### config.mk
export PLATFORM = sky130hd
export DESIGN_NAME = gtb_alu
export DESIGN_NICKNAME = d
export VERILOG_FILES = /design/src/rtl/glyph_text_blitter_8x8_defines.svh /design/src/rtl/gtb_pkg.sv /design/src/rtl/gtb_alu.sv
export SDC_FILE = /design/constraint.sdc
export NUM_CORES = 1
export LEC_CHECK = 0
export BUFFER_PORTS_ARGS = -buffer_cell sky130_fd_sc_hd__buf_2
export CAP_MARGIN = 10
export CORE_MARGIN = 2
export CORE_UTILIZATION = 30
export CTS_CLUSTER_SIZE = 16
export DETAILED_ROUTE_END_ITERATION = 10
export PLACE_DENSITY = 0.5
export SYNTH_ARGS = -nofsm -noshare
export SYNTH_HDL_FRONTEND = slang
export SYNTH_SLANG_ARGS = --single-unit
### constraint.sdc
create_clock -name clk -period 5.2 [get_ports clk]
set_clock_uncertainty 0.2 [all_clocks]
set_input_delay 0.26 -clock clk [delete_from_list [all_inputs] [get_ports clk]]
set_output_delay 0.26 -clock clk [all_outputs]
set_load 0.03 [all_outputs]
### src/rtl/glyph_text_blitter_8x8_defines.svh
// ----------------------------------------------------------------------------
// glyph_text_blitter_8x8_defines
// Assertion macros used by the text blitter top level. The macros expand to
// nothing when SYNTHESIS is set.
// ----------------------------------------------------------------------------
`ifndef GLYPH_TEXT_BLITTER_8X8_DEFINES_SVH
`define GLYPH_TEXT_BLITTER_8X8_DEFINES_SVH

`ifndef SYNTHESIS
// same-cycle implication, sampled on clk, off during reset
`define GTB_ASSERT_IMP(lbl, ante, cons) \
	lbl: assert property (@(posedge clk) disable iff (!arst_n) (ante) |-> (cons)) \
		else $error("gtb assertion failed");
// next-cycle implication, sampled on clk, off during reset
`define GTB_ASSERT_NEXT(lbl, ante, cons) \
	lbl: assert property (@(posedge clk) disable iff (!arst_n) (ante) |=> (cons)) \
		else $error("gtb assertion failed");
`else
`define GTB_ASSERT_IMP(lbl, ante, cons)
`define GTB_ASSERT_NEXT(lbl, ante, cons)
`endif

`endif

### src/rtl/gtb_pkg.sv
// ----------------------------------------------------------------------------
// gtb_pkg
// Constants, types and control structs of the 8x8 glyph text blitter.
// ----------------------------------------------------------------------------
package gtb_pkg;

	// screen and font geometry
	localparam int SCREEN_WIDTH  = 400;
	localparam int GLYPH_COUNT   = 256;
	localparam int COLUMN_STRIDE = 720;

	localparam int GLYPH_DEPTH = GLYPH_COUNT * 8;
	localparam int GLYPH_AW    = $clog2(GLYPH_DEPTH);

	typedef logic [GLYPH_AW-1:0] glyph_addr_t;
	typedef logic [31:0]         addr_t;
	typedef logic [9:0]          cursor_t;
	typedef logic [5:0]          line_t;
	typedef logic [10:0]         wrap_sum_t;

	localparam line_t     LINE_MAX    = 6'd63;
	localparam cursor_t   CURSOR_STEP = 10'd8;
	localparam wrap_sum_t WRAP_LIMIT  = wrap_sum_t'(SCREEN_WIDTH);

	// address steps: next column, and from column 7 back to column 0 of the next row
	localparam addr_t STRIDE_STEP = addr_t'(COLUMN_STRIDE);
	localparam addr_t ROW_STEP    = addr_t'(0) - addr_t'(7 * COLUMN_STRIDE + 3);

	// shared adder operations
	typedef logic [1:0] alu_op_t;
	localparam alu_op_t ALU_BASE_PROD  = 2'd0;
	localparam alu_op_t ALU_ADD_STRIDE = 2'd1;
	localparam alu_op_t ALU_ADD_NEGY   = 2'd2;
	localparam alu_op_t ALU_ADD_ROW    = 2'd3;

	typedef struct packed {
		logic    en;
		alu_op_t op;
	} alu_ctl_t;

	typedef struct packed {
		addr_t base;
		addr_t prod;
		addr_t neg_y;
	} alu_opnd_t;

	typedef struct packed {
		logic        we;
		glyph_addr_t waddr;
		logic [7:0]  wdata;
		logic        re;
		glyph_addr_t raddr;
	} ram_req_t;

endpackage

### src/rtl/gtb_alu.sv
// ----------------------------------------------------------------------------
// gtb_alu
// Shared 32-bit address adder with its accumulator. Builds the first pixel
// address in three steps, then walks the glyph cell column by column.
// ----------------------------------------------------------------------------
module gtb_alu (
	input  logic              clk,
	input  gtb_pkg::alu_ctl_t ctl,
	input  gtb_pkg::alu_opnd_t opnd,
	output gtb_pkg::addr_t    acc
);

	gtb_pkg::addr_t acc_q;
	gtb_pkg::addr_t opa;
	gtb_pkg::addr_t opb;

	// operand select
	always_comb begin
		opa = acc_q;
		opb = gtb_pkg::STRIDE_STEP;
		case (ctl.op)
			gtb_pkg::ALU_BASE_PROD: begin
				opa = opnd.base;
				opb = opnd.prod;
			end
			gtb_pkg::ALU_ADD_STRIDE: opb = gtb_pkg::STRIDE_STEP;
			gtb_pkg::ALU_ADD_NEGY:   opb = opnd.neg_y;
			gtb_pkg::ALU_ADD_ROW:    opb = gtb_pkg::ROW_STEP;
			default:                 opb = gtb_pkg::STRIDE_STEP;
		endcase
	end

	// accumulator, wraps modulo 2^32
	always_ff @(posedge clk) begin
		if (ctl.en) begin
			acc_q <= opa + opb;
		end
	end

	assign acc = acc_q;

endmodule

==> summary.txt <==
Outcome
  – Outcome: finished clean

Floorplanning
  – Row Count: 39
  – DIE HEIGHT: 111 microns
  – Die W: 111 microns
  – Die ar.: 12,400 sq um
  – Core Box Area: 11,300 sq um
  – Initial core utilization: 30.5%
  – Io pins: 132

Setup path
  – Setup crit start kind: input pin
  – Crit path arrival time: 3.45 ns
  – Worst Path Required: 5.03 ns
  – Setup CP Type: input pin to flop
  – Critical path endpoint category: flop
  – Crit-path max FO: 36

Detailed routing
  – DR DRC count: 0
  – Routed len/inst: 15.1 microns
  – Initial drt markers: 161
  – Total routed wirelength: 10,100 microns
  – Routed vias: 3,360
  – ANT nets after route: 0
  – Drt pass-1 iters: 4
  – Via density: 5.04

STA
  – Max Slew Vio Count: 0
  – Final Hold Viols: 0
  – Slew @ Worst Pin: 0.794 ns
  – Final period utilization: 69.7%
  – Max Fclk: 276 MHz
  – RSZ-0062 raised after global routing: no
  – Slew Limit Headroom: 47.1%
  – Setup WS post-layout: 1.58 ns
  – TNS Setup: 0 ns
  – Clock period minus worst slack: 3.62 ns
  – Final setup viols: 0

Global routing
  – First-pass GRT wire length: 16,100 microns
  – Vias in the first global route: 3,385
  – Largest net degree at the start of global routing: 37
  – Initial antenna violation count: 0
  – Grt met1 use: 21.5%
  – Met2 global-route usage: 25.7%
  – GRT Max-Usage Layer: met2
  – GRT Util Overall: 15.8%
  – Met3 Use GR: 3.27%
  – GRT Residual Overflow: 0

Clocking
  – Clock-pin slew on the worst setup and hold paths: 0.06 ns
  – H-tree Lvls: 2
  – Max Root-Sink Buffers: 2
  – Clk sinks: 32
  – Number of setup buffers added after CTS: 0
  – TritonCTS clock tree: yes
  – TritonCTS Buffers: 5
  – Worst skew pair latency: 0.28 ns
  – Post-CTS resize count: 0
  – CTS hold repair buffers: 0
  – Clock root buffer: clkbuf_16

Logic synthesis
  – Most frequent cells after synthesis: nand2_1 (73), o21ai_0 (36), edfxtp_1 (32), nor2_1 (32)
  – Cells after Synth: 401
  – Synth Cell Area: 3460 sq um
  – Synth async-reset ratio: 0%
  – Synth top area cells: edfxtp_1 (28%), ha_1 (11%), mux2_2 (10%)
  – Ys Warns: 0
  – Largest area contributor in the netlist: edfxtp_1
  – Synth top area share: 27.8%
  – Syn Nets: 533
  – Most frequent cell after synthesis: nand2_1
  – Number of enable flip-flop cells after synthesis: 32
  – Synth cell types: 55
  – Mean Syn Cell Area: 8.62 sq um
  – Seq/Total Area, Yosys: 27.8%
  – #FFs+latches synth: 32
  – Ys flop type: edfxtp_1

Placed design
  – Placed cell count: 659
  – GP Congestion: 0.900
  – Hpwl dp: 8200 microns
  – Pre-CTS setup slack: 1.22 ns
  – Buffers added on ports: 131

Pwr
  – Peak supply drop: 0.226 mV
  – PD cells: 546 nW/um^2
  – Lkg Pwr: 0.00196 uW

Layout
  – Final std cells w/o fill: 667
  – Post-layout nets: 655
  – Max FFs per register: 32
  – Diode count: 0
  – Fraction of final layout cells sized beyond drive strength 1: 34.9%
  – Area Overhead vs Synth: 26.1%
  – FILL cells: 1,182

Worst hold path
  – Min-Delay Path Class: input pin to flop

Job
  – Maxcap violations: 0
power breakdown:
group / internal, uW / total [uW] / leakage (uW) / switching [uW]
clock: 174 / 287 / 0.0000710 / 113
sequential: 482 / 550 / 0.000313 / 68.4
combinational: 604 / 1540 / 0.00157 / 939
cell type report:
cell class	instances	area, sq um	area share, %
clock buffer	5	125	2.87
sequential	32	961	22.0
clock inverter	3	13.8	0.316
multi-input combinational	347	2400	54.9
timing repair buffer	133	671	15.4
inverter	4	15.0	0.344
tap	143	179	4.10
worst paths after layout:
kind / from / end / slack, ns / cells after the start
max: ctl[1] / acc[25] / 1.58 / 11
min: opnd[32] / acc[0] / 0.17 / 4
max reg2reg: acc[0] / acc[28] / 1.89 / 10
min reg2reg: acc[0] / acc[0] / 0.53 / 2
per-layer routing:
metal / up-vias / part of all wire [%]
li1: 1709 / -
met1: 1508 / 48
met2: 131 / 44
met3: 12 / 6.3
met4: 0 / 1.5
met5: - / 0
cells by family (layout without fill, tap and decap cells):
family | after synthesis | count (layout) | synth area share (%)
and+or+nand+nor | 132 | 132 | 16.1
AOI/OAI and AO/OA | 119 | 119 | 22.5
muxes | 35 | 35 | 11.3
adders and majority gates | 32 | 32 | 11.8
DFF | 32 | 32 | 27.8
xor gates and xnor gates | 29 | 29 | 7.34
buffers and inverters | 22 | 145 | 3.15
worst max-delay path: stages:
cell	delay (ns)
buf_2	0.31
nor2_4	0.26
buf_4	0.32
mux2_2	0.38
ha_1	0.41
o21ai_0	0.13
a211oi_1	0.38
o31ai_4	0.15
o41ai_2	0.51
a21oi_1	0.17
xnor2_1	0.16
cell usage in the layout (no fill, tap or decap), drive strengths merged, types with 5 or more instances in the layout:
cell type,synthesis,layout
buf,4,133
nand2,74,74
o21ai,42,42
edfxtp,32,32
nor2,32,32
mux2,31,31
ha,31,31
a21oi,31,31
xnor2,21,21
a21o,11,11
nor3,8,8
xor2,8,8
o21a,6,6
nand3,5,5
clkbuf,14,5
a211oi,5,5
per-stage QoR:
stage / total power, uW / hold WS, ns / util, % / instance area (sq um)
2_1_floorplan: 1740 / 0.172 / - / 3460
5_1_grt: 2560 / 0.196 / 38.5 / 4360
3_5_place_dp: 2100 / 0.464 / 37.3 / 4220
4_1_cts: 2400 / 0.174 / 38.5 / 4360
6_report: 2380 / 0.168 / 38.5 / 4360
3_3_place_gp: 2110 / 0.473 / 37.3 / 4220
No activity file was read; power rests on OpenSTA's default activity.
