==> src/rtl/glyph_text_blitter_8x8_defines.svh <==
// ----------------------------------------------------------------------------
// glyph_text_blitter_8x8_defines
// Assertion macros used by the text blitter top level. The macros expand to
// nothing when SYNTHESIS is set.
// ----------------------------------------------------------------------------
`ifndef GLYPH_TEXT_BLITTER_8X8_DEFINES_SVH
`define GLYPH_TEXT_BLITTER_8X8_DEFINES_SVH

`ifndef SYNTHESIS
// same-cycle implication, sampled on clk, off during reset
`define GTB_ASSERT_IMP(lbl, ante, cons) \
	lbl: assert property (@(posedge clk) disable iff (!arst_n) (ante) |-> (cons)) \
		else $error("gtb assertion failed");
// next-cycle implication, sampled on clk, off during reset
`define GTB_ASSERT_NEXT(lbl, ante, cons) \
	lbl: assert property (@(posedge clk) disable iff (!arst_n) (ante) |=> (cons)) \
		else $error("gtb assertion failed");
`else
`define GTB_ASSERT_IMP(lbl, ante, cons)
`define GTB_ASSERT_NEXT(lbl, ante, cons)
`endif

`endif

==> src/rtl/gtb_pkg.sv <==
// ----------------------------------------------------------------------------
// gtb_pkg
// Constants, types and control structs of the 8x8 glyph text blitter.
// ----------------------------------------------------------------------------
package gtb_pkg;

	// screen and font geometry
	localparam int SCREEN_WIDTH  = 400;
	localparam int GLYPH_COUNT   = 256;
	localparam int COLUMN_STRIDE = 720;

	localparam int GLYPH_DEPTH = GLYPH_COUNT * 8;
	localparam int GLYPH_AW    = $clog2(GLYPH_DEPTH);

	typedef logic [GLYPH_AW-1:0] glyph_addr_t;
	typedef logic [31:0]         addr_t;
	typedef logic [9:0]          cursor_t;
	typedef logic [5:0]          line_t;
	typedef logic [10:0]         wrap_sum_t;

	localparam line_t     LINE_MAX    = 6'd63;
	localparam cursor_t   CURSOR_STEP = 10'd8;
	localparam wrap_sum_t WRAP_LIMIT  = wrap_sum_t'(SCREEN_WIDTH);

	// address steps: next column, and from column 7 back to column 0 of the next row
	localparam addr_t STRIDE_STEP = addr_t'(COLUMN_STRIDE);
	localparam addr_t ROW_STEP    = addr_t'(0) - addr_t'(7 * COLUMN_STRIDE + 3);

	// shared adder operations
	typedef logic [1:0] alu_op_t;
	localparam alu_op_t ALU_BASE_PROD  = 2'd0;
	localparam alu_op_t ALU_ADD_STRIDE = 2'd1;
	localparam alu_op_t ALU_ADD_NEGY   = 2'd2;
	localparam alu_op_t ALU_ADD_ROW    = 2'd3;

	typedef struct packed {
		logic    en;
		alu_op_t op;
	} alu_ctl_t;

	typedef struct packed {
		addr_t base;
		addr_t prod;
		addr_t neg_y;
	} alu_opnd_t;

	typedef struct packed {
		logic        we;
		glyph_addr_t waddr;
		logic [7:0]  wdata;
		logic        re;
		glyph_addr_t raddr;
	} ram_req_t;

endpackage

==> src/rtl/gtb_seq.sv <==
// ----------------------------------------------------------------------------
// gtb_seq
// Sequencer of the text blitter: takes words, keeps cursor and line count,
// drives the shared adder and glyph reads, scans glyph bits and holds the
// output pixel register.
// ----------------------------------------------------------------------------
module gtb_seq (
	input  logic                clk,
	input  logic                arst_n,
	input  logic                item_valid,
	output logic                item_ready,
	input  logic                mode,
	input  logic [7:0]          char_code,
	input  logic [2:0]          glyph_row,
	input  logic [7:0]          row_bits,
	input  logic                first_of_word,
	input  logic [8:0]          start_x,
	input  logic [7:0]          start_y,
	input  logic [7:0]          red,
	input  logic [7:0]          green,
	input  logic [7:0]          blue,
	input  logic [31:0]         frame_base,
	output gtb_pkg::ram_req_t   ram_req,
	input  logic [7:0]          ram_rdata,
	output gtb_pkg::alu_ctl_t   alu_ctl,
	output gtb_pkg::alu_opnd_t  alu_opnd,
	input  gtb_pkg::addr_t      acc,
	output logic                pixel_valid,
	input  logic                pixel_ready,
	output logic [31:0]         pixel_address,
	output logic [7:0]          out_blue,
	output logic [7:0]          out_green,
	output logic [7:0]          out_red,
	output logic                last_pixel
);

	localparam logic [2:0] ST_IDLE       = 3'd0;
	localparam logic [2:0] ST_WRAP       = 3'd1;
	localparam logic [2:0] ST_MUL        = 3'd2;
	localparam logic [2:0] ST_ADD_BASE   = 3'd3;
	localparam logic [2:0] ST_ADD_STRIDE = 3'd4;
	localparam logic [2:0] ST_SUB_Y      = 3'd5;
	localparam logic [2:0] ST_LOAD       = 3'd6;
	localparam logic [2:0] ST_SCAN       = 3'd7;

	logic [2:0]       state_q;
	gtb_pkg::cursor_t cursor_q;
	gtb_pkg::line_t   line_q;
	logic [3:0]       rd_cnt_q;
	logic [2:0]       col_q;
	logic             pv_q;

	// captured word
	logic [7:0]       code_q;
	logic             first_q;
	logic [8:0]       sx_q;
	logic [7:0]       sy_q;
	logic [7:0]       red_q;
	logic [7:0]       green_q;
	logic [7:0]       blue_q;
	gtb_pkg::addr_t   base_q;
	logic             glyph_ok_q;

	gtb_pkg::addr_t   prod_q;
	gtb_pkg::addr_t   neg_y_q;
	logic [63:0]      bits_q;

	gtb_pkg::addr_t   paddr_q;
	logic             plast_q;
	logic [7:0]       pblue_q;
	logic [7:0]       pgreen_q;
	logic [7:0]       pred_q;

	logic             accept;
	logic             code_ok;
	gtb_pkg::cursor_t cur_b;
	gtb_pkg::line_t   line_b;
	logic             wrap;
	logic [9:0]       y0;
	logic [11:0]      y3;
	logic             out_free;
	logic             advance;
	logic             load_px;

	assign item_ready = (state_q == ST_IDLE);
	assign accept     = item_valid && item_ready;
	assign code_ok    = ({1'b0, char_code} < 9'(gtb_pkg::GLYPH_COUNT));
	assign out_free   = !pv_q || pixel_ready;

	// glyph row write on a load word
	assign ram_req.we    = accept && !mode && code_ok;
	assign ram_req.waddr = gtb_pkg::glyph_addr_t'({char_code, glyph_row});
	assign ram_req.wdata = row_bits;
	assign ram_req.re    = (state_q == ST_LOAD) && !rd_cnt_q[3];
	assign ram_req.raddr = gtb_pkg::glyph_addr_t'({code_q, rd_cnt_q[2:0]});

	// wrap decision
	always_comb begin
		cur_b  = first_q ? gtb_pkg::cursor_t'(sx_q) : cursor_q;
		line_b = first_q ? '0 : line_q;
		wrap   = ({1'b0, cur_b} + 11'd8) > gtb_pkg::WRAP_LIMIT;
	end

	// top row of the text line, times three
	assign y0 = {2'b00, sy_q} + {1'b0, line_q, 3'b000};
	assign y3 = {1'b0, y0, 1'b0} + {2'b00, y0};

	// adder control and scan step
	always_comb begin
		alu_ctl.en = 1'b0;
		alu_ctl.op = gtb_pkg::ALU_ADD_STRIDE;
		advance    = 1'b0;
		load_px    = 1'b0;
		case (state_q)
			ST_ADD_BASE: begin
				alu_ctl.en = 1'b1;
				alu_ctl.op = gtb_pkg::ALU_BASE_PROD;
			end
			ST_ADD_STRIDE: begin
				alu_ctl.en = 1'b1;
				alu_ctl.op = gtb_pkg::ALU_ADD_STRIDE;
			end
			ST_SUB_Y: begin
				alu_ctl.en = 1'b1;
				alu_ctl.op = gtb_pkg::ALU_ADD_NEGY;
			end
			ST_SCAN: begin
				if (bits_q != '0) begin
					load_px    = bits_q[63] && out_free;
					advance    = !bits_q[63] || out_free;
					alu_ctl.en = advance;
					alu_ctl.op = (col_q == 3'd7) ? gtb_pkg::ALU_ADD_ROW
					                             : gtb_pkg::ALU_ADD_STRIDE;
				end
			end
			default: ;
		endcase
	end

	assign alu_opnd.base  = base_q;
	assign alu_opnd.prod  = prod_q;
	assign alu_opnd.neg_y = neg_y_q;

	// control state
	always_ff @(posedge clk or negedge arst_n) begin
		if (!arst_n) begin
			state_q  <= ST_IDLE;
			cursor_q <= '0;
			line_q   <= '0;
			rd_cnt_q <= '0;
			col_q    <= '0;
			pv_q     <= 1'b0;
		end else begin
			case (state_q)
				ST_IDLE: begin
					if (accept && mode) begin
						state_q <= ST_WRAP;
					end
				end
				ST_WRAP: begin
					if (wrap) begin
						cursor_q <= gtb_pkg::cursor_t'(sx_q);
						line_q   <= (line_b < gtb_pkg::LINE_MAX) ? line_b + 6'd1 : line_b;
					end else begin
						cursor_q <= cur_b;
						line_q   <= line_b;
					end
					state_q <= ST_MUL;
				end
				ST_MUL: state_q <= ST_ADD_BASE;
				ST_ADD_BASE: begin
					cursor_q <= cursor_q + gtb_pkg::CURSOR_STEP;
					state_q  <= ST_ADD_STRIDE;
				end
				ST_ADD_STRIDE: state_q <= ST_SUB_Y;
				ST_SUB_Y: begin
					rd_cnt_q <= '0;
					state_q  <= glyph_ok_q ? ST_LOAD : ST_IDLE;
				end
				ST_LOAD: begin
					rd_cnt_q <= rd_cnt_q + 4'd1;
					if (rd_cnt_q[3]) begin
						col_q   <= '0;
						state_q <= ST_SCAN;
					end
				end
				ST_SCAN: begin
					if (advance) begin
						col_q <= col_q + 3'd1;
					end
					if (bits_q == '0) begin
						state_q <= ST_IDLE;
					end
				end
				default: state_q <= ST_IDLE;
			endcase

			// output pixel register
			if (load_px) begin
				pv_q <= 1'b1;
			end else if (pixel_ready) begin
				pv_q <= 1'b0;
			end
		end
	end

	// payload registers
	always_ff @(posedge clk) begin
		if (accept) begin
			code_q     <= char_code;
			first_q    <= first_of_word;
			sx_q       <= start_x;
			sy_q       <= start_y;
			red_q      <= red;
			green_q    <= green;
			blue_q     <= blue;
			base_q     <= frame_base;
			glyph_ok_q <= code_ok;
		end
		if (state_q == ST_MUL) begin
			prod_q  <= gtb_pkg::addr_t'(cursor_q) * gtb_pkg::STRIDE_STEP;
			neg_y_q <= gtb_pkg::addr_t'(0) - gtb_pkg::addr_t'(y3);
		end
		// glyph rows arrive in the cycle after their read
		if ((state_q == ST_LOAD) && (rd_cnt_q != 4'd0)) begin
			bits_q <= {bits_q[55:0], ram_rdata};
		end else if (advance) begin
			bits_q <= {bits_q[62:0], 1'b0};
		end
		// colour travels with the pixel, so a new word cannot disturb a waiting one
		if (load_px) begin
			paddr_q  <= acc;
			plast_q  <= (bits_q[62:0] == '0);
			pblue_q  <= blue_q;
			pgreen_q <= green_q;
			pred_q   <= red_q;
		end
	end

	assign pixel_valid   = pv_q;
	assign pixel_address = paddr_q;
	assign out_blue      = pblue_q;
	assign out_green     = pgreen_q;
	assign out_red       = pred_q;
	assign last_pixel    = plast_q;

endmodule

==> config.mk <==
export PLATFORM = sky130hd
export DESIGN_NAME = gtb_seq
export DESIGN_NICKNAME = d
export VERILOG_FILES = /design/src/rtl/glyph_text_blitter_8x8_defines.svh /design/src/rtl/gtb_pkg.sv /design/src/rtl/gtb_seq.sv
export SDC_FILE = /design/constraint.sdc
export NUM_CORES = 1
export LEC_CHECK = 0
export BUFFER_PORTS_ARGS = -buffer_cell sky130_fd_sc_hd__buf_2
export CAP_MARGIN = 20
export CELL_PAD_IN_SITES_DETAIL_PLACEMENT = 0
export CELL_PAD_IN_SITES_GLOBAL_PLACEMENT = 1
export CORE_MARGIN = 2
export CORE_UTILIZATION = 40
export CTS_CLUSTER_SIZE = 24
export DETAILED_ROUTE_END_ITERATION = 10
export HOLD_SLACK_MARGIN = 0.08
export MAX_ROUTING_LAYER = met4
export PLACE_DENSITY = 0.78
export SLEW_MARGIN = 15
export SYNTH_ARGS = -nofsm -noshare
export SYNTH_HDL_FRONTEND = slang
export SYNTH_SLANG_ARGS = --single-unit
==> constraint.sdc <==
create_clock -name clk -period 6.2 [get_ports clk]
set_input_delay 0.31 -clock clk [delete_from_list [all_inputs] [get_ports clk]]
set_output_delay 0.31 -clock clk [all_outputs]
set_load 0.02 [all_outputs]
==> results of run 1 <==
## path summary, 6_finish.rpt
kind                                    startpoint                 endpoint  cells after the start
setup / recovery           cursor_q[5]$_DFFE_PN0P_     prod_q[19]$_DFFE_PP_                     13
hold / removal                         pixel_ready  pixel_valid$_DFFE_PN0P_                      3
setup reg to reg           cursor_q[5]$_DFFE_PN0P_     prod_q[19]$_DFFE_PP_                     13
hold reg to reg                 red_q[3]$_DFFE_PP_     out_red[3]$_DFFE_PP_                      0
max in group asynchronous                   arst_n   state_q[2]$_DFFE_PN0P_                      2
min in group asynchronous                   arst_n  cursor_q[4]$_DFFE_PN0P_                      2
## Yosys cell counts, types with 6 or more instances
cell                         n
sky130_fd_sc_hd__a21o_1      9
sky130_fd_sc_hd__a21oi_1    35
sky130_fd_sc_hd__and3_1      6
sky130_fd_sc_hd__buf_2      10
sky130_fd_sc_hd__buf_4      57
sky130_fd_sc_hd__clkbuf_1    7
sky130_fd_sc_hd__dfrtp_1    27
sky130_fd_sc_hd__edfxtp_1  232
sky130_fd_sc_hd__fa_1       14
sky130_fd_sc_hd__ha_1       61
sky130_fd_sc_hd__inv_1      64
sky130_fd_sc_hd__mux2_2     68
sky130_fd_sc_hd__mux2i_1    10
sky130_fd_sc_hd__nand2_1    29
sky130_fd_sc_hd__nand3_1    17
sky130_fd_sc_hd__nand4_1     8
sky130_fd_sc_hd__nor2_1     19
sky130_fd_sc_hd__nor2b_1     7
sky130_fd_sc_hd__nor3_1      8
sky130_fd_sc_hd__nor4_1     16
sky130_fd_sc_hd__o21ai_0    25
sky130_fd_sc_hd__o21bai_1    6
sky130_fd_sc_hd__xnor2_1    16
sky130_fd_sc_hd__xor2_1     11
## per-layer routing
layer	global-route usage, %	part of all wire (%)	vias to the layer above
met3	3.28	5.5	51
met2	27.7	49	230
met4	4.37	2.2	0
li1	-	-	3866
met5	-	0	-
met1	24.0	43	3964
## power groups by stage
stage          Sequential (mW)  Combinational, mW  Clock (mW)
2_1_floorplan             2.69              0.358           0
3_3_place_gp              2.63              0.712           0
3_5_place_dp              2.64              0.726           0
4_1_cts                   2.61              0.794        1.69
5_1_grt                   2.66              0.844        1.76
6_report                  2.61              0.783        1.65
## sequential cells by signal (all words and copies together), names as in the netlist, 3 cells and up
register / count
state_q: 3
green_q: 8
out_red: 8
out_blue: 8
rd_cnt_q: 4
blue_q: 8
pixel_address: 32
bits_q: 64
neg_y_q: 13
cursor_q: 10
prod_q: 16
base_q: 32
col_q: 3
out_green: 8
code_q: 8
sx_q: 9
red_q: 8
line_q: 6
sy_q: 8
## area by class of cell
class | instances | share of cell area [%]
Sequential cell | 259 | 48.2
Antenna cell | 2 | 0.0316
Clock inverter | 17 | 1.01
Clock buffer | 34 | 4.70
Multi-Input combinational cell | 457 | 24.2
Tap cell | 390 | 3.08
Timing Repair Buffer | 419 | 17.2
Inverter | 64 | 1.52
## cell usage in the layout, fill, tap and decap left out, types with 17 or more instances in the layout
master / synthesis / routed
sky130_fd_sc_hd__dlygate4sd3_1: 0 / 123
sky130_fd_sc_hd__mux2_2: 68 / 68
sky130_fd_sc_hd__buf_2: 10 / 289
sky130_fd_sc_hd__edfxtp_1: 232 / 232
sky130_fd_sc_hd__nand3_1: 17 / 17
sky130_fd_sc_hd__ha_1: 61 / 61
sky130_fd_sc_hd__o21ai_0: 25 / 25
sky130_fd_sc_hd__a21oi_1: 35 / 34
sky130_fd_sc_hd__nand2_1: 29 / 29
sky130_fd_sc_hd__clkbuf_16: 0 / 29
sky130_fd_sc_hd__nor2_1: 19 / 18
sky130_fd_sc_hd__inv_1: 64 / 64
sky130_fd_sc_hd__dfrtp_1: 27 / 27
## through the flow
stage / cells / worst slack, ns / power (mW)
final: 1642 / 2.52 / 5.04
after global routing: 1642 / 2.20 / 5.26
after CTS: 1640 / 2.51 / 5.10
after detailed placement: 1466 / 2.53 / 3.36
after global placement: 1466 / 2.59 / 3.34
after floorplan: 860 / 2.27 / 3.05
## kinds of logic after synthesis
logic type               count (synthesis)  share of synthesized area (%)
AO/OA/AOI/OAI                          123                           6.74
XOR/XNOR                                27                           1.94
adder cells (fa/ha/maj)                 75                           8.56
buffers and inverters                  144                           6.51
flip-flops                             259                           62.7
multiplexers                            80                           7.41
other                                    1                         0.0308
AND/OR/NAND/NOR                        136                           6.09
## worst max-delay path: cells and delay by family, from the launching register on
| family | cells | cell delay (ns) |
|---|---|---|
| buffers and inverters | 2 | 0.11 |
| adders and majority gates | 4 | 1.47 |
| and+or+nand+nor | 2 | 0.43 |
| AOI/OAI and AO/OA | 5 | 0.93 |
| DFF | 1 | 0.59 |
## what timing repair did
item,CTS,global route
hold buffers,123,0
endpoints found under the hold margin,149,0
resized for setup,0,0
==> flow_summary_export.csv, run 1 <==
group,metric,value,unit
drt,drtIter0Drc,446,
drt,routed_wl,28500,microns
die,initial_core_util,40.9,%
power_and_ir_drop,sw_frac_of_total,26.7,%
synthesis,netlist_instances,845,
synthesis,netlist_top_cells_area,"sky130_fd_sc_hd__edfxtp_1 57%, sky130_fd_sc_hd__mux2_2 6.3%, sky130_fd_sc_hd__ha_1 6.3%, sky130_fd_sc_hd__dfrtp_1 5.5%, sky130_fd_sc_hd__buf_4 3.5%",
setup_path,endpoint_kind,"flip-flop",
place,place_hpwl,19500,microns
power_and_ir_drop,power.net_switching,1.35,mW
die,io_pins,328,
cells_and_area,sequential_cell_area,0.00764,sq mm
drt,final_antenna_net_count,0,
setup_path,worst_path_arrival,4.05,ns
drt,remaining_drc_errors,0,
power_and_ir_drop,power.density,318,mW/mm^2
synthesis,synth.largest_area_cell,"sky130_fd_sc_hd__edfxtp_1",
synthesis,ys_dominant_reg_cell,"sky130_fd_sc_hd__edfxtp_1",
synthesis,syn-mean-instance-area,14.4,sq um
die,core_area,0.0298,sq mm
clock_tree,tritoncts.num_buffers,29,
clock_tree,cts.path.max_buffers,3,
synthesis,synth_warn,0,
global_routing,groute.usage.overall,17.7,%
die,dieWidth,179,microns
global_routing,globalRoute.totalOverflow,0,
global_routing,grt_pass1_wl,42900,microns
synthesis,synth_sequential_area_ratio,62.7,%
clock_tree,post_cts_buffers,0,
clock_tree,htreeDepth,1,
place,globalplace.congestion,0.775,
timing,maxClockFrequency,0.272,GHz
timing,final.min_clock_period,3.68,ns
cells_and_area,areaGrowthSynthToFinish,30.0,%
place,numPortBuffers,289,
global_routing,grt_antenna_before_repair,2,
clock_tree,cts.clk_slew.worst_paths,0.06,ns
cells_and_area,postLayoutCellArea,0.0158,sq mm
synthesis,synth.top_cell.area_share,57.2,%
clock_tree,cts_sinks,259,
power_and_ir_drop,p_seq_share,51.7,%
clock_tree,clockRootBuffer,"sky130_fd_sc_hd__clkbuf_16",
synthesis,combined_area_of_all_synthesized_cells,0.0122,sq mm
synthesis,yosys_cell_types,69,
setup_path,crit_required,6.57,ns
setup_path,timing.critical_path.fanout_max,13,
die,die_height,179,microns
timing,unrepaired_setup_endpoints_after_global_routing,"false",
setup_path,critical-path-top-cell-by-count,"sky130_fd_sc_hd__ha_1",
run_status,status,"complete, no violations",
power_and_ir_drop,pwr-share-clk,32.7,%
hold_path,min_path_type,"primary input to flip-flop",
cells_and_area,drive_gt1_share,33.7,%
global_routing,grt_max_degree,71,
cells_and_area,postLayoutCoreUtil,53.2,%
clock_tree,insertion_delay,0.54,ns
drt,avgRoutedWirePerCell,17.4,microns
timing,timing.final.hold_violations,0,
cells_and_area,n_fill_cell,2548,
global_routing,first_global_vias,8022,
timing,max-slew-margin-rel,33.0,%
timing,hold_ws,0.164,ns
setup_path,standard_cell_with_the_maximum_stage_delay_on_the_critical_path,"sky130_fd_sc_hd__dfrtp_1",
synthesis,synthArstFlopShare,10.4,%
drt,drtPass1Iterations,6,
power_and_ir_drop,power_frac_comb,15.5,%
cells_and_area,multi_input_area,0.00383,sq mm
power_and_ir_drop,irDropWorstVdd,0.000208,V
power_and_ir_drop,intPower,3.70,mW
synthesis,flop_and_latch_count_out_of_synthesis,259,
timing,fin_skew,0.00868,ns
synthesis,synth_enable_flop_cells,232,
drt,viasPerCell,4.94,
timing,fin_crit_sh,59.4,%
setup_path,worstPathCellList,"ha_1 -> ha_1 -> inv_1 -> fa_1 -> inv_1 -> ha_1 -> a21o_1 -> a21oi_1 -> o21ai_0 -> a21oi_1 -> o21bai_1 -> and4_1 -> nor3_1",
timing,totalNegativeSetupSlack,0,ns
die,die_area,0.0319,sq mm
cells_and_area,finalNetCount,1443,
timing,final_report_setup_violation_count,0,
setup_path,crit_type,"flip-flop to flip-flop",
drt,detailroute.via_count,8111,
run,max-cap-violations,0,
place,placed_area,0.0137,sq mm
die,floorplan.rows,63,
timing,slew_violations,0,
setup_path,worst_path_largest_cell_delay,0.59,ns
setup_path,timing.reg2reg.setup_slack,2.52,ns
timing,worst_pin_slew,1.01,ns
clock_tree,tritoncts_clock_tree,"yes",
power_and_ir_drop,static_leakage,6.56,nW
setup_path,timing.critical_path.from_type,"flip-flop",
(Power assumes the default switching activity.)
==> run 2, diff against run 1 <==
--- a/config.mk
+++ b/config.mk
@@ -5,6 +5,7 @@
 export SDC_FILE = /design/constraint.sdc
 export NUM_CORES = 1
 export LEC_CHECK = 0
+export ABC_AREA = 1
 export BUFFER_PORTS_ARGS = -buffer_cell sky130_fd_sc_hd__buf_2
 export CAP_MARGIN = 20
 export CELL_PAD_IN_SITES_DETAIL_PLACEMENT = 0
@@ -15,7 +16,7 @@
 export DETAILED_ROUTE_END_ITERATION = 10
 export HOLD_SLACK_MARGIN = 0.08
 export MAX_ROUTING_LAYER = met4
-export PLACE_DENSITY = 0.78
+export PLACE_DENSITY = 0.8
 export SLEW_MARGIN = 15
 export SYNTH_ARGS = -nofsm -noshare
 export SYNTH_HDL_FRONTEND = slang
==> constraint.sdc (replaced) <==
create_clock -name clk -period 3.6 [get_ports clk]
set_input_delay 0.18 -clock clk [delete_from_list [all_inputs] [get_ports clk]]
set_output_delay 0.18 -clock clk [all_outputs]
set_load 0.02 [all_outputs]
==> flow_summary_export.csv, run 2 <==
group,metric,value,unit
die,floorplan.rows,64,
cells_and_area,most_common_library_cell_in_the_layout_ignoring_fill_and_taps,"sky130_fd_sc_hd__buf_2",
place,place_hpwl,19500,microns
die,initial_core_util,40.4,%
synthesis,synth.largest_area_cell,"sky130_fd_sc_hd__edfxtp_1",
setup_path,critical_path.reg2reg.endpoint,"prod_q[19]$_DFFE_PP_",
timing,unrepaired_setup_endpoints_after_global_routing,"false",
hold_path,min_path_type,"primary input to flip-flop",
clock_tree,tritoncts.num_buffers,29,
clock_tree,cts.clk_slew.worst_paths,0.06,ns
hold_path,min_path_cells,3,
synthesis,combined_area_of_all_synthesized_cells,0.0123,sq mm
synthesis,synth_enable_flop_cells,232,
timing,final_report_setup_violation_count,0,
drt,drtIter0Drc,586,
drt,remaining_drc_errors,0,
die,dieWidth,179,microns
timing,worst_pin_slew,0.699,ns
cells_and_area,finish.cell_count_without_fillers,1893,
drt,detailroute.via_count,8747,
setup_path,timing.critical_path.fanout_max,7,
cells_and_area,n_fill_cell,2658,
power_and_ir_drop,irDropWorstVdd,0.000400,V
cells_and_area,drive_gt1_share,25.2,%
synthesis,netlist_instances,1076,
die,io_pins,328,
setup_path,r2r.worst_path.cells,14,
synthesis,synthArstFlopShare,10.4,%
clock_tree,cts_sinks,259,
setup_path,crit_required,3.90,ns
clock_tree,post_cts_buffers,0,
synthesis,yosys_cell_types,43,
synthesis,synth_warn,0,
synthesis,syn-mean-instance-area,11.4,sq um
hold_path,hold_path.startpoint,"mode",
cells_and_area,finalNetCount,1685,
die,die_area,0.0322,sq mm
global_routing,grt_antenna_before_repair,2,
global_routing,grt_pass1_wl,44700,microns
setup_path,crit_type,"flip-flop to flip-flop",
timing,fin_crit_sh,92.7,%
place,place_inst,1711,
cells_and_area,most-common-layout-cells,"289 x sky130_fd_sc_hd__buf_2, 232 x sky130_fd_sc_hd__edfxtp_1, 199 x sky130_fd_sc_hd__nand2_1, 151 x sky130_fd_sc_hd__inv_1, 126 x sky130_fd_sc_hd__dlygate4sd3_1",
timing,timing.final.hold_violations,0,
setup_path,worst_path_largest_cell_delay,0.55,ns
run_status,status,"complete, no violations",
timing,totalNegativeSetupSlack,0,ns
setup_path,standard_cell_with_the_maximum_stage_delay_on_the_critical_path,"sky130_fd_sc_hd__fa_1",
setup_path,worstPathCellList,"ha_1 -> inv_1 -> fa_1 -> fa_1 -> inv_1 -> ha_2 -> a21oi_2 -> o21ai_1 -> a21oi_2 -> o21ai_2 -> nand2_1 -> nand2_1 -> a21oi_1 -> xnor2_1",
cells_and_area,areaGrowthSynthToFinish,32.0,%
synthesis,synth_sequential_area_ratio,62.1,%
timing,max-slew-margin-rel,53.3,%
clock_tree,htreeDepth,1,
synthesis,ys_dominant_reg_cell,"sky130_fd_sc_hd__edfxtp_1",
setup_path,worst_path_arrival,3.64,ns
drt,viasPerCell,4.62,
synthesis,synthMostInstantiatedCell,"sky130_fd_sc_hd__edfxtp_1",
place,globalplace.congestion,0.809,
clock_tree,cts.path.max_buffers,3,
die,die_height,179,microns
timing,fin_skew,0.0121,ns
power_and_ir_drop,power.density,406,mW/mm^2
drt,routed_wl,28800,microns
place,place_worst_setup_slack,0.0211,ns
timing,post-route-worst-setup-slack,0.262,ns
drt,drtPass1Iterations,5,
setup_path,crit_path_start,"cursor_q[3]$_DFFE_PN0P_",
global_routing,first_global_vias,8857,
timing,slew_violations,0,
die,core_area,0.0304,sq mm
setup_path,endpoint_kind,"flip-flop",
power_and_ir_drop,static_leakage,7.16,nW
synthesis,synthTopCellsByCount,"232 x sky130_fd_sc_hd__edfxtp_1, 200 x sky130_fd_sc_hd__nand2_1, 151 x sky130_fd_sc_hd__inv_1",
clock_tree,insertion_delay,0.56,ns
cells_and_area,flip_flop_count_of_the_largest_register_all_copies_and_words_added,64,
run,max-cap-violations,0,
cells_and_area,biggest_register,"bits_q",
synthesis,synth.top_cell.area_share,56.6,%
hold_path,timing.hold.worst_endpoint,"state_q[1]$_DFFE_PN0P_",
setup_path,timing.rr.start,"cursor_q[3]$_DFFE_PN0P_",
timing,final.min_clock_period,3.34,ns
global_routing,grt_max_degree,84,
setup_path,timing.reg2reg.setup_slack,0.26,ns
synthesis,flop_and_latch_count_out_of_synthesis,259,
timing,maxClockFrequency,0.300,GHz
place,numPortBuffers,289,
setup_path,timing.critical_path.from_type,"flip-flop",
clock_tree,tritoncts_clock_tree,"yes",
global_routing,globalRoute.totalOverflow,0,
drt,final_antenna_net_count,0,
global_routing,groute.usage.overall,18.1,%
synthesis,netlist_top_cells_area,"sky130_fd_sc_hd__edfxtp_1 57%, sky130_fd_sc_hd__ha_1 6.2%, sky130_fd_sc_hd__nand2_1 6.1%, sky130_fd_sc_hd__dfrtp_1 5.5%, sky130_fd_sc_hd__inv_1 4.6%",
drt,avgRoutedWirePerCell,15.2,microns
clock_tree,clockRootBuffer,"sky130_fd_sc_hd__clkbuf_16",
==> run 2: cell types whose count changed in the layout (fill, tap and decap cells not counted), moves of 7 or more <==
cell                      delta
sky130_fd_sc_hd__nor2_1     +37
sky130_fd_sc_hd__o21ai_0    +44
sky130_fd_sc_hd__xor2_1     +16
sky130_fd_sc_hd__mux2i_1    -10
sky130_fd_sc_hd__mux2_2     -68
sky130_fd_sc_hd__xnor2_1     -8
sky130_fd_sc_hd__nor2b_1     -7
sky130_fd_sc_hd__o21ai_1    +12
sky130_fd_sc_hd__inv_1      +87
sky130_fd_sc_hd__nand2_1   +170
sky130_fd_sc_hd__a21o_1      -8
sky130_fd_sc_hd__nand3_1    +12
==> run 2: logic make-up (layout without fill, tap and decap cells) <==
| family | after synthesis | in the layout | synth area share, % |
|---|---|---|---|
| simple gates | 331 | 331 | 11.4 |
| xor+xnor | 36 | 36 | 2.56 |
| fa+ha+maj | 75 | 75 | 8.48 |
| buf+inv | 234 | 637 | 9.27 |
| compound gates | 140 | 140 | 6.12 |
| other cells | 1 | 19 | 0.0305 |
| flops | 259 | 259 | 62.1 |
==> run 2: worst max path at each step <==
stage | endpoint | slack [ns] | cells after the start
floorplan | last_pixel$_DFFE_PP_ | 0.005 | 5
global placement | prod_q[19]$_DFFE_PP_ | 0.10 | 14
detailed placement | prod_q[19]$_DFFE_PP_ | 0.02 | 14
CTS | prod_q[19]$_DFFE_PP_ | 0.006 | 14
global route | prod_q[19]$_DFFE_PP_ | 0.003 | 15
finish | prod_q[19]$_DFFE_PP_ | 0.26 | 14
==> run 2: where the power goes <==
group          internal (mW)  switching (mW)  total (mW)
registers               3.25        0.000267        3.25
clock network           1.91            1.23        3.13
logic                  0.139          0.0771       0.216
total                   5.30            1.30        6.60
==> run 2: layer usage <==
layer / share of wire [%] / track usage [%] / up-vias / wire length [microns]
li1: - / - / 4353 / -
met5: 0 / - / - / 0
met3: 5.5 / 3.61 / 47 / 1590
met4: 2.7 / 5.11 / 0 / 777
met2: 50 / 30.1 / 249 / 14500
met1: 41 / 22.4 / 4098 / 11900
==> run 2: worst max-delay path, delay by kind of cell, from the launching register on <==
kind / cells / cell delay, ns
adder cells (fa/ha/maj): 4 / 1.70
AND/OR/NAND/NOR: 2 / 0.11
buffers and inverters: 2 / 0.11
XOR/XNOR: 1 / 0.08
flip-flops: 1 / 0.45
AO/OA/AOI/OAI: 5 / 0.64
==> run 2: layout make-up <==
cell class                 instances  area (sq um)  share of cell area [%]
sequential                       259          7640                    47.1
multi-input combinational        598          3660                    22.5
timing repair buffer             429          2850                    17.5
clock buffer                      32           737                    4.54
inverter                         155           583                    3.59
tap                              396           495                    3.05
clock inverter                    21           269                    1.66
antenna                            3          7.51                  0.0462
==> run 2: through the flow <==
| stage | utilization [%] | cell area [sq um] | power, mW | hold WS [ns] |
|---|---|---|---|---|
| 5_1_grt | 53.4 | 16200 | 6.81 | 0.132 |
| 6_report | 53.4 | 16200 | 6.60 | 0.134 |
| 3_3_place_gp | 45.7 | 13900 | 3.42 | 0.271 |
| 2_1_floorplan | - | 12400 | 3.38 | -0.116 |
| 4_1_cts | 53.2 | 16200 | 6.66 | 0.0990 |
| 3_5_place_dp | 45.7 | 13900 | 3.42 | 0.268 |
==> run 2: repair_timing <==
item                                    in CTS  in global routing
gates resized for setup                      0                 12
endpoints found under the hold margin      155                  0
endpoints found under the setup margin       0                  5
hold buffers                               126                  0
==> run 3, diff against run 2 <==
--- a/config.mk
+++ b/config.mk
@@ -12,6 +12,7 @@
 export CELL_PAD_IN_SITES_GLOBAL_PLACEMENT = 1
 export CORE_MARGIN = 2
 export CORE_UTILIZATION = 40
+export CTS_BUF_LIST = sky130_fd_sc_hd__clkbuf_8
 export CTS_CLUSTER_SIZE = 24
 export DETAILED_ROUTE_END_ITERATION = 10
 export HOLD_SLACK_MARGIN = 0.08
==> constraint.sdc (replaced) <==
create_clock -name clk -period 3.6 [get_ports clk]
set_input_delay 0.18 -clock clk [delete_from_list [all_inputs] [get_ports clk]]
set_output_delay 0.18 -clock clk [all_outputs]
set_load 0.005 [all_outputs]
==> flow_summary_export.csv, run 3 (synthesis gave the netlist of run 2 again) <==
group,metric,value,unit
clock_tree,htreeDepth,2,
timing,final.min_clock_period,3.39,ns
timing,post-route-worst-setup-slack,0.212,ns
power_and_ir_drop,irDropWorstVdd,0.000305,V
power_and_ir_drop,power.net_switching,1.33,mW
drt,routed_wl,29600,microns
die,dieWidth,179,microns
setup_path,path_buf_inv,2,
clock_tree,tritoncts_clock_tree,"yes",
drt,remaining_drc_errors,0,
drt,drtPass1Iterations,5,
timing,hold_ws,0.144,ns
die,initial_core_util,40.4,%
cells_and_area,drive_gt1_share,25.5,%
global_routing,first_global_vias,9060,
drt,viasPerCell,4.63,
drt,avgRoutedWirePerCell,15.4,microns
place,globalplace.congestion,0.827,
clock_tree,cts_sinks,259,
cells_and_area,biggest_register,"bits_q",
setup_path,timing.critical_path.from_type,"flip-flop",
place,numPortBuffers,289,
global_routing,groute.usage.overall,18.5,%
power_and_ir_drop,static_leakage,7.18,nW
die,die_area,0.0322,sq mm
power_and_ir_drop,sw_frac_of_total,21.7,%
die,io_pins,328,
place,placed_area,0.0139,sq mm
power_and_ir_drop,power_frac_comb,3.3,%
timing,fin_crit_sh,94.1,%
cells_and_area,postLayoutCellArea,0.0161,sq mm
cells_and_area,flip_flop_count_of_the_largest_register_all_copies_and_words_added,64,
timing,final_report_setup_violation_count,0,
cells_and_area,areaGrowthSynthToFinish,31.1,%
setup_path,critical-path-top-delay-family,"adder cells",
cells_and_area,n_fill_cell,2649,
run,max-cap-violations,0,
clock_tree,tritoncts.num_buffers,45,
setup_path,crit_type,"flip-flop to flip-flop",
run_status,status,"complete, no violations",
drt,drtIter0Drc,492,
power_and_ir_drop,p_seq_share,53.0,%
die,die_height,179,microns
global_routing,globalRoute.totalOverflow,0,
setup_path,worst_path_arrival,3.69,ns
die,floorplan.rows,64,
timing,max-slew-margin-rel,53.1,%
global_routing,grt_antenna_before_repair,1,
global_routing,grt_max_degree,84,
clock_tree,post_cts_buffers,0,
die,core_area,0.0304,sq mm
cells_and_area,most_common_library_cell_in_the_layout_ignoring_fill_and_taps,"sky130_fd_sc_hd__buf_2",
timing,worst_pin_slew,0.703,ns
timing,timing.final.hold_violations,0,
power_and_ir_drop,power.density,380,mW/mm^2
setup_path,worstPathCellList,"ha_1 -> inv_1 -> fa_1 -> fa_1 -> inv_1 -> ha_1 -> a21oi_2 -> o21ai_1 -> a21oi_2 -> o21ai_2 -> nand2_1 -> nand2_1 -> a21oi_1 -> xnor2_1",
cells_and_area,postLayoutCoreUtil,53.0,%
power_and_ir_drop,pwr-share-clk,43.6,%
clock_tree,insertion_delay,0.56,ns
setup_path,crit_required,3.90,ns
global_routing,grt_pass1_wl,45300,microns
place,place_worst_setup_slack,0.0893,ns
setup_path,timing.critical_path.fanout_max,6,
timing,fin_skew,0.0253,ns
setup_path,worst_path_largest_cell_delay,0.55,ns
clock_tree,clockRootBuffer,"sky130_fd_sc_hd__clkbuf_8",
cells_and_area,finalNetCount,1703,
place,place_hpwl,19700,microns
setup_path,endpoint_kind,"flip-flop",
place,place_inst,1713,
drt,final_antenna_net_count,0,
setup_path,standard_cell_with_the_maximum_stage_delay_on_the_critical_path,"sky130_fd_sc_hd__fa_1",
hold_path,min_path_type,"primary input to flip-flop",
clock_tree,cts.path.max_buffers,3,
clock_tree,cts.clk_slew.worst_paths,0.06,ns
cells_and_area,finish.cell_count_without_fillers,1924,
timing,slew_violations,0,
timing,maxClockFrequency,0.295,GHz
drt,detailroute.via_count,8910,
power_and_ir_drop,intPower,4.80,mW
cells_and_area,most-common-layout-cells,"289 x sky130_fd_sc_hd__buf_2, 232 x sky130_fd_sc_hd__edfxtp_1, 199 x sky130_fd_sc_hd__nand2_1, 162 x sky130_fd_sc_hd__inv_1, 126 x sky130_fd_sc_hd__dlygate4sd3_1",
run 3: cell types whose count changed in the layout (fill, tap and decap cells not counted), sizes merged:
cell | before | now
bufinv | 6 | 3
clkinvlp | 1 | 2
diode | 3 | 1
buf | 303 | 305
clkbuf | 32 | 45
inv | 155 | 168
clkinv | 14 | 21
run 3: metrics by stage:
stage,setup TNS [ns],power [mW]
after detailed placement,0,3.40
after CTS,0,6.20
after floorplan,0,3.35
final,0,6.13
after global routing,-0.0151,6.35
after global placement,0,3.40
run 3: worst reg2reg max path, cell delays in order (launching register included):
cell                      delay, ns
sky130_fd_sc_hd__dfrtp_1       0.40
sky130_fd_sc_hd__ha_1          0.32
sky130_fd_sc_hd__inv_1         0.06
sky130_fd_sc_hd__fa_1          0.50
sky130_fd_sc_hd__fa_1          0.55
sky130_fd_sc_hd__inv_1         0.04
sky130_fd_sc_hd__ha_1          0.38
sky130_fd_sc_hd__a21oi_2       0.20
sky130_fd_sc_hd__o21ai_1       0.09
sky130_fd_sc_hd__a21oi_2       0.18
sky130_fd_sc_hd__o21ai_2       0.08
sky130_fd_sc_hd__nand2_1       0.06
sky130_fd_sc_hd__nand2_1       0.05
sky130_fd_sc_hd__a21oi_1       0.15
sky130_fd_sc_hd__xnor2_1       0.08
run 3: area by class of cell:
cell class                 count  area, sq um  area share [%]
tap                          396          495            3.07
sequential                   259         7640            47.4
clock inverter                39          264            1.64
antenna                        1         2.50          0.0155
clock buffer                  45          619            3.84
timing repair buffer         431         2880            17.8
multi-input combinational    598         3640            22.6
inverter                     155          583            3.62
run 3: power groups by stage:
stage | combinational [mW] | clock (mW) | sequential [mW]
2_1_floorplan | 0.0345 | 0 | 3.32
3_3_place_gp | 0.0869 | 0 | 3.31
3_5_place_dp | 0.0886 | 0 | 3.31
4_1_cts | 0.198 | 2.75 | 3.25
5_1_grt | 0.219 | 2.88 | 3.25
6_report | 0.203 | 2.68 | 3.25
run 3: worst paths after layout:
check                                        startpoint                       to  slack [ns]  cells past startpoint
worst max-delay path            cursor_q[3]$_DFFE_PN0P_     prod_q[19]$_DFFE_PP_        0.21                     14
worst min-delay path                               mode   state_q[0]$_DFFE_PN0P_        0.14                      3
worst max register to register  cursor_q[3]$_DFFE_PN0P_     prod_q[19]$_DFFE_PP_        0.21                     14
worst min register to register     green_q[3]$_DFFE_PP_   out_green[3]$_DFFE_PP_        0.42                      0
max in group asynchronous                        arst_n    line_q[5]$_DFFE_PN0P_        2.91                      2
min in group asynchronous                        arst_n  pixel_valid$_DFFE_PN0P_        0.23                      2
run 3: repair_timing:
item / in CTS / in global routing
hold buffers: 126 / 0
endpoints found under the hold margin: 152 / 0
resized for setup: 0 / 8
endpoints found under the setup margin: 0 / 3
run 3: per-layer routing:
| metal | wire length (microns) | GRT usage, % | share of wire, % |
|---|---|---|---|
| met1 | 12300 | 22.9 | 42 |
| met5 | 0 | - | 0 |
| met2 | 14900 | 30.9 | 51 |
| met3 | 1820 | 4.09 | 6.1 |
| met4 | 540 | 5.07 | 1.8 |
